File: src/dkm_pkg.sv
`default_nettype none
package dkm_pkg;

  // pipeline control shared by the top level and its dividers
  typedef struct packed {
    logic en;
    logic valid;
  } dkm_ctl_t;

  // configuration register indexes
  localparam logic [2:0] REG_KEY_X      = 3'd0;
  localparam logic [2:0] REG_KEY_Y      = 3'd1;
  localparam logic [2:0] REG_KEY_Z      = 3'd2;
  localparam logic [2:0] REG_DUAL_KEY_X = 3'd3;
  localparam logic [2:0] REG_DUAL_KEY_Y = 3'd4;
  localparam logic [2:0] REG_DUAL_KEY_Z = 3'd5;

endpackage
`default_nettype wire

File: src/dkm_div.sv
`default_nettype none
module dkm_div #(
  parameter int NW = 38,
  parameter int DW = 21,
  parameter int SW = 8
) (
  input  wire logic              clk,
  input  wire logic              rst,
  input  wire dkm_pkg::dkm_ctl_t ctl,
  input  wire logic [NW-1:0]     num,
  input  wire logic [DW-1:0]     den,
  input  wire logic [SW-1:0]     side_in,
  output logic                   out_valid,
  output logic [NW-1:0]          quo,
  output logic [SW-1:0]          side_out
);
  import dkm_pkg::*;

  // one quotient bit per stage, restoring, unsigned
  logic          vld_q  [NW];
  logic [DW-1:0] rem_q  [NW];
  logic [NW-1:0] num_q  [NW];
  logic [NW-1:0] quo_q  [NW];
  logic [DW-1:0] den_q  [NW];
  logic [SW-1:0] side_q [NW];

  logic          p_vld  [NW];
  logic [DW-1:0] p_rem  [NW];
  logic [NW-1:0] p_num  [NW];
  logic [NW-1:0] p_quo  [NW];
  logic [DW-1:0] p_den  [NW];
  logic [SW-1:0] p_side [NW];

  assign p_vld[0]  = ctl.valid;
  assign p_rem[0]  = '0;
  assign p_num[0]  = num;
  assign p_quo[0]  = '0;
  assign p_den[0]  = den;
  assign p_side[0] = side_in;

  for (genvar s = 0; s < NW; s++) begin : g_stage
    logic [DW:0]   trial;
    logic [DW:0]   diff;
    logic          ge;

    if (s > 0) begin : g_link
      assign p_vld[s]  = vld_q[s-1];
      assign p_rem[s]  = rem_q[s-1];
      assign p_num[s]  = num_q[s-1];
      assign p_quo[s]  = quo_q[s-1];
      assign p_den[s]  = den_q[s-1];
      assign p_side[s] = side_q[s-1];
    end

    // shift in the next dividend bit and try the subtract
    assign trial = {p_rem[s], p_num[s][NW-1]};
    assign diff  = trial - {1'b0, p_den[s]};
    assign ge    = (trial >= {1'b0, p_den[s]});

    always_ff @(posedge clk) begin
      if (rst) begin
        vld_q[s] <= 1'b0;
      end else if (ctl.en) begin
        vld_q[s] <= p_vld[s];
      end
    end

    always_ff @(posedge clk) begin
      if (ctl.en) begin
        rem_q[s]  <= ge ? diff[DW-1:0] : trial[DW-1:0];
        num_q[s]  <= p_num[s] << 1;
        quo_q[s]  <= {p_quo[s][NW-2:0], ge};
        den_q[s]  <= p_den[s];
        side_q[s] <= p_side[s];
      end
    end
  end

  assign out_valid = vld_q[NW-1];
  assign quo       = quo_q[NW-1];
  assign side_out  = side_q[NW-1];

endmodule
`default_nettype wire

File: config.mk
export PLATFORM = sky130hd
export DESIGN_NAME = dkm_div
export DESIGN_NICKNAME = d
export VERILOG_FILES = /design/src/dkm_pkg.sv /design/src/dkm_div.sv
export SDC_FILE = /design/constraint.sdc
export NUM_CORES = 2
export LEC_CHECK = 0
export BUFFER_PORTS_ARGS = -buffer_cell sky130_fd_sc_hd__buf_2
export CAP_MARGIN = 10
export CELL_PAD_IN_SITES_DETAIL_PLACEMENT = 1
export CELL_PAD_IN_SITES_GLOBAL_PLACEMENT = 1
export CORE_UTILIZATION = 58
export CTS_CLUSTER_SIZE = 16
export DETAILED_ROUTE_END_ITERATION = 12
export GPL_TIMING_DRIVEN = 0
export PLACE_DENSITY_LB_ADDON = 0.05
export SYNTH_ARGS = -nofsm -noshare
export SYNTH_HDL_FRONTEND = slang
export SYNTH_MEMORY_MAX_BITS = 65536
export SYNTH_SLANG_ARGS = --single-unit
File: constraint.sdc
create_clock -name clk -period 5.3 [get_ports clk]
set_clock_uncertainty 0.05 [all_clocks]
set_input_delay 0.265 -clock clk [delete_from_list [all_inputs] [get_ports clk]]
set_output_delay 0.265 -clock clk [all_outputs]
set_load 0.05 [all_outputs]
-- Yosys cells after proc, flatten, opt, wreduce, memory -nomap -nowiden
Memories as Yosys holds them, arrays and structs flattened.
Index checks and enable logic that the tools add are counted.
- bits in latches: 0
- ROM bits: 0
- memories: 6
- register bits after elaboration: 0
- input port bits: 71
- word-level logic and storage cells: 202
- output and inout port bits: 47
- bits in writable memories: 4788
- memory list (name ; words ; width ; rd ports ; clocked after memory_dff ; write ports ; line ; RTL):
    quo_q ; 38 ; 38 ; 38 ; 0 ; 38 ; dkm_div.sv:23 ; logic [NW-1:0] quo_q [NW];
    num_q ; 38 ; 37 ; 37 ; 0 ; 38 ; dkm_div.sv:22 ; logic [NW-1:0] num_q [NW];
    den_q ; 38 ; 21 ; 37 ; 0 ; 38 ; dkm_div.sv:24 ; logic [DW-1:0] den_q [NW];
    rem_q ; 38 ; 21 ; 37 ; 0 ; 38 ; dkm_div.sv:21 ; logic [DW-1:0] rem_q [NW];
    side_q ; 38 ; 8 ; 38 ; 0 ; 38 ; dkm_div.sv:25 ; logic [SW-1:0] side_q [NW];
    vld_q ; 38 ; 1 ; 38 ; 0 ; 38 ; dkm_div.sv:20 ; logic vld_q [NW];
- equality and inequality tests: 0
- div/mod/pow operators: 0
- multiplexer cells: 82
- reductions and logical operators: 0
- $add $sub $neg: 38
- $mul: 0
- magnitude comparators: 38
- shift-type cells: 0
- bitwise gates (word level): 38
- operators with widths (cell ; number):
    greater-or-equal comparator 22 x 21 -> 1 bit ; 37
    two-way mux 21 bit ; 38
    subtractor 21 bit ; 37
    two-way mux 1 bit ; 44
    OR 1 bit ; 38
    greater-or-equal comparator 1 x 21 -> 1 bit ; 1
    subtractor 1 x 21 -> 21 bit ; 1

-- Logic depth before layout (Yosys ltp)
- depth after elaboration: 4
- depth in mapped cells: 15
- gate-level depth less buffers: 13

-- Least setup slack after synthesis
Ideal clock, no wire load.
- kind: flip-flop to flip-flop
- start: memory num_q[0][221] (netlist name)
- end: memory rem_q[6][10] (data pin)
- data arrival time: 3.168 ns
- stages on the path, launching flop included: 15
- required time: 4.990 ns
- path buffers: 1
- path slack: 1.821 ns
- period minus slack after synthesis: 3.479 ns
- setup time: 0.260 ns
- path through: edfxtp_1 -> inv_1 -> ha_1 -> inv_1 -> fa_1 -> a21o_1 -> a211oi_2 -> o21bai_2 -> o31ai_4 -> o211ai_2 -> a41o_1 -> a41o_2 -> a41oi_4 -> buf_6 -> mux2_4
- RTL lines (item ; line):
    start: declaration ; dkm_div.sv:22
    end: declaration ; dkm_div.sv:21

==> out/metrics.cfg <==
[outcome]
status = finished, final reports clean

[route]
drtIter0Drc = 6534
wl_um = 371000
first_pass_iters = 6
vias = 87200
vias_per_cell = 5.96
antenna_left = 0
drc = 0
routedWlPerCell_um = 25.4

[clocking]
cts_buffers = 355
cts.sink_count = 3340
cts.clk_slew.worst_paths_ns = 0.07
postCtsSetupRepairBufs = 0
cts-root-buf = clkbuf_16
htree_levels = 5
insertion_delay_ns = 1.03
cts_max_path_buffers = 4
cts.repair.resized = 0
cts_tree = built

[timing]
relSlewSlack_pct = 22.2
worst_pin_slew_ns = 1.17
rsz0062_at_grt = false
hold_viol = 0
setup_viol = 0
maxSlewViolCount = 0
fin_tns_setup_ns = 0
fin_crit_sh_pct = 96.1
setup_ws_ns = 0.209
fmax_mhz = 196
period_needed_ns = 5.09

[worst_setup_path]
crit_type = reg2reg
critical_path.cell_chain = ha_1 > inv_1 > fa_1 > a21o_1 > a221oi_2 > o31ai_1 > nor4_2 > o31a_2 > a21oi_1 > a2111oi_4 > clkbuf_1 > nand2_1 > o21ai_0
cp.required_ns = 5.98
critPathSlowestCell = clkbuf_1
endpoint_kind = register
cp_max_fo = 10
start_kind = register
critical_path.max_stage_delay_ns = 0.59
crit_arrival_ns = 5.77

[logic_synthesis]
ys_top_cells_by_count = edfxtp_1, inv_1, ha_1, a21oi_1, nor2_1
ys_types = 99
syn_area_um2 = 148000
synth-seq-cells = 3340
syn_nets = 11300
synth_top_area_cell = edfxtp_1
async_flop_share_pct = 0
synthesis.instances = 10400
synth_area_per_cell_um2 = 14.2
synthTopCellsByArea = edfxtp_1, ha_1, mux2_2
synth_top_area_share_pct = 67.9
ys.flop_type = edfxtp_1
synth.most_common_cell = edfxtp_1
synth_edf_count = 3340
yosysWarnings = 0
yosysSeqAreaShare_pct = 67.9

[grt]
antenna_found_initial = 7
grt_pass1_vias = 94300
grt_pass1_wl_um = 565000
track_usage_pct = 28.8
overflow = 0
grt_max_degree = 200

[placed_design]
hpwl_um = 241000
gp_congestion = 0.865
post-place-ws_ns = -0.906
io_buffers = 117

[min_path]
hold_path.class = in2reg

[floorplan]
core_area_um2 = 252000
die_area_um2 = 257000
die_h_um = 507
start_util_pct = 58.6
die_w_um = 507
io_pins = 118
rows = 184

[layout]
drive_gt1_share_pct = 10.2
layout.nets = 11900
fin_util_pct = 65.8
synthToLayoutAreaGrowth_pct = 12.3

[pwr]
power_w = 0.101
powerDensity_nw_per_um2 = 608
p_leak_nw = 64.4
peakVddDrop_uv = 501

[run]
drv_cap = 0

power breakdown:
group | leakage (nW) | internal [W] | switching, W
Combinational | 26.1 | 0.0148 | 0.0218
Clock | 5.59 | 0.0146 | 0.0106
Sequential | 32.7 | 0.0359 | 0.00310
Total | 64.4 | 0.0654 | 0.0355
timing repair:
action,4_1_cts,5_1_grt
hold buffers,136,0
setup endpoints to repair,0,116
endpoints found under the hold margin,148,0
cell usage in the layout, fill, tap and decap left out, types with 33 or more instances in the layout:
cell,instances
a31oi_1,64
nor4_1,53
clkbuf_16,357
nor2_1,554
fa_1,36
mux2_2,349
nand2b_1,63
or3_1,36
a211oi_1,58
nand2_1,538
o21bai_1,106
and2_1,67
xor2_1,237
buf_2,164
and3_1,65
a21oi_1,666
nand4_1,82
nand3_1,127
edfxtp_1,3340
o21ai_0,498
bufinv_16,48
o211ai_1,33
dlygate4sd3_1,131
ha_1,779
a21o_1,334
o31ai_1,53
nor2b_1,87
a21boi_0,38
inv_1,1036
clkbuf_1,151
clkinv_1,70
nor3_1,99
clkinv_2,60
o21a_1,71
xnor2_1,366
registers in the layout, indices dropped and copies added, names as in the netlist:
name,count
den_q,777
rem_q,777
quo_q,741
num_q,703
side_q,304
vld_q,38
path summary, 6_finish.rpt:
kind                     startpoint                      to  slack, ns  depth (start not counted)
min reg2reg   quo_q[1][3]$_DFFE_PP_  quo_q[1][42]$_DFFE_PP_       0.32                          0
max          den_q[3][84]$_DFFE_PP_  rem_q[29][2]$_DFFE_PP_       0.21                         13
max reg2reg  den_q[3][84]$_DFFE_PP_  rem_q[29][2]$_DFFE_PP_       0.21                         13
min                         num[25]  num_q[0][25]$_DFFE_PP_       0.05                          2
per-stage QoR:
step / cells / area [µm²] / hold WS [ns]
2_1_floorplan: 10400 / 148000 / 0.314
3_3_place_gp: 13900 / 153000 / 0.350
3_5_place_dp: 13900 / 153000 / 0.355
4_1_cts: 14600 / 166000 / 0.00396
5_1_grt: 14600 / 166000 / 0.00400
6_report: 14600 / 166000 / 0.0465
cells by family (layout without fill, tap and decap cells):
logic type	after synthesis	after routing	synth area share (%)
compound gates	2153	2153	9.21
xor+xnor	603	603	3.57
fa+ha+maj	815	815	7.08
buf+inv	1206	2095	3.16
flops	3340	3340	67.9
mux	397	397	3.05
other cells	0	2	0
simple gates	1881	1881	6.04
critical path: cells and delay by family (launching register included):
kind	cells	cell delay (ns)
flip-flops	1	0.48
adder cells (fa/ha/maj)	2	0.67
AND/OR/NAND/NOR	2	0.63
buffers and inverters	2	0.69
AO/OA/AOI/OAI	7	2.29
layer usage:
metal	share of wire [%]	GRT usage, %	vias up	routed length, µm
met5	0.0035	0	-	13
met4	4.8	12.9	2	18000
met3	4.2	3.60	993	15600
met2	52	51.9	2551	192000
met1	39	34.5	43900	145000
li1	-	-	39800	-
cell type report:
| cell class | instances | area, µm² |
|---|---|---|
| Fill cell | 23300 | 86300 |
| Multi-Input combinational cell | 5849 | 42800 |
| Antenna cell | 2 | 5.00 |
| Tap cell | 3348 | 4190 |
| Inverter | 1036 | 3890 |
| Timing Repair Buffer | 273 | 2600 |
| Sequential cell | 3340 | 100000 |
| Clock buffer | 405 | 9090 |
| Clock inverter | 211 | 2360 |
| Buffer | 170 | 773 |
Power figures use the tool's default switching activity.
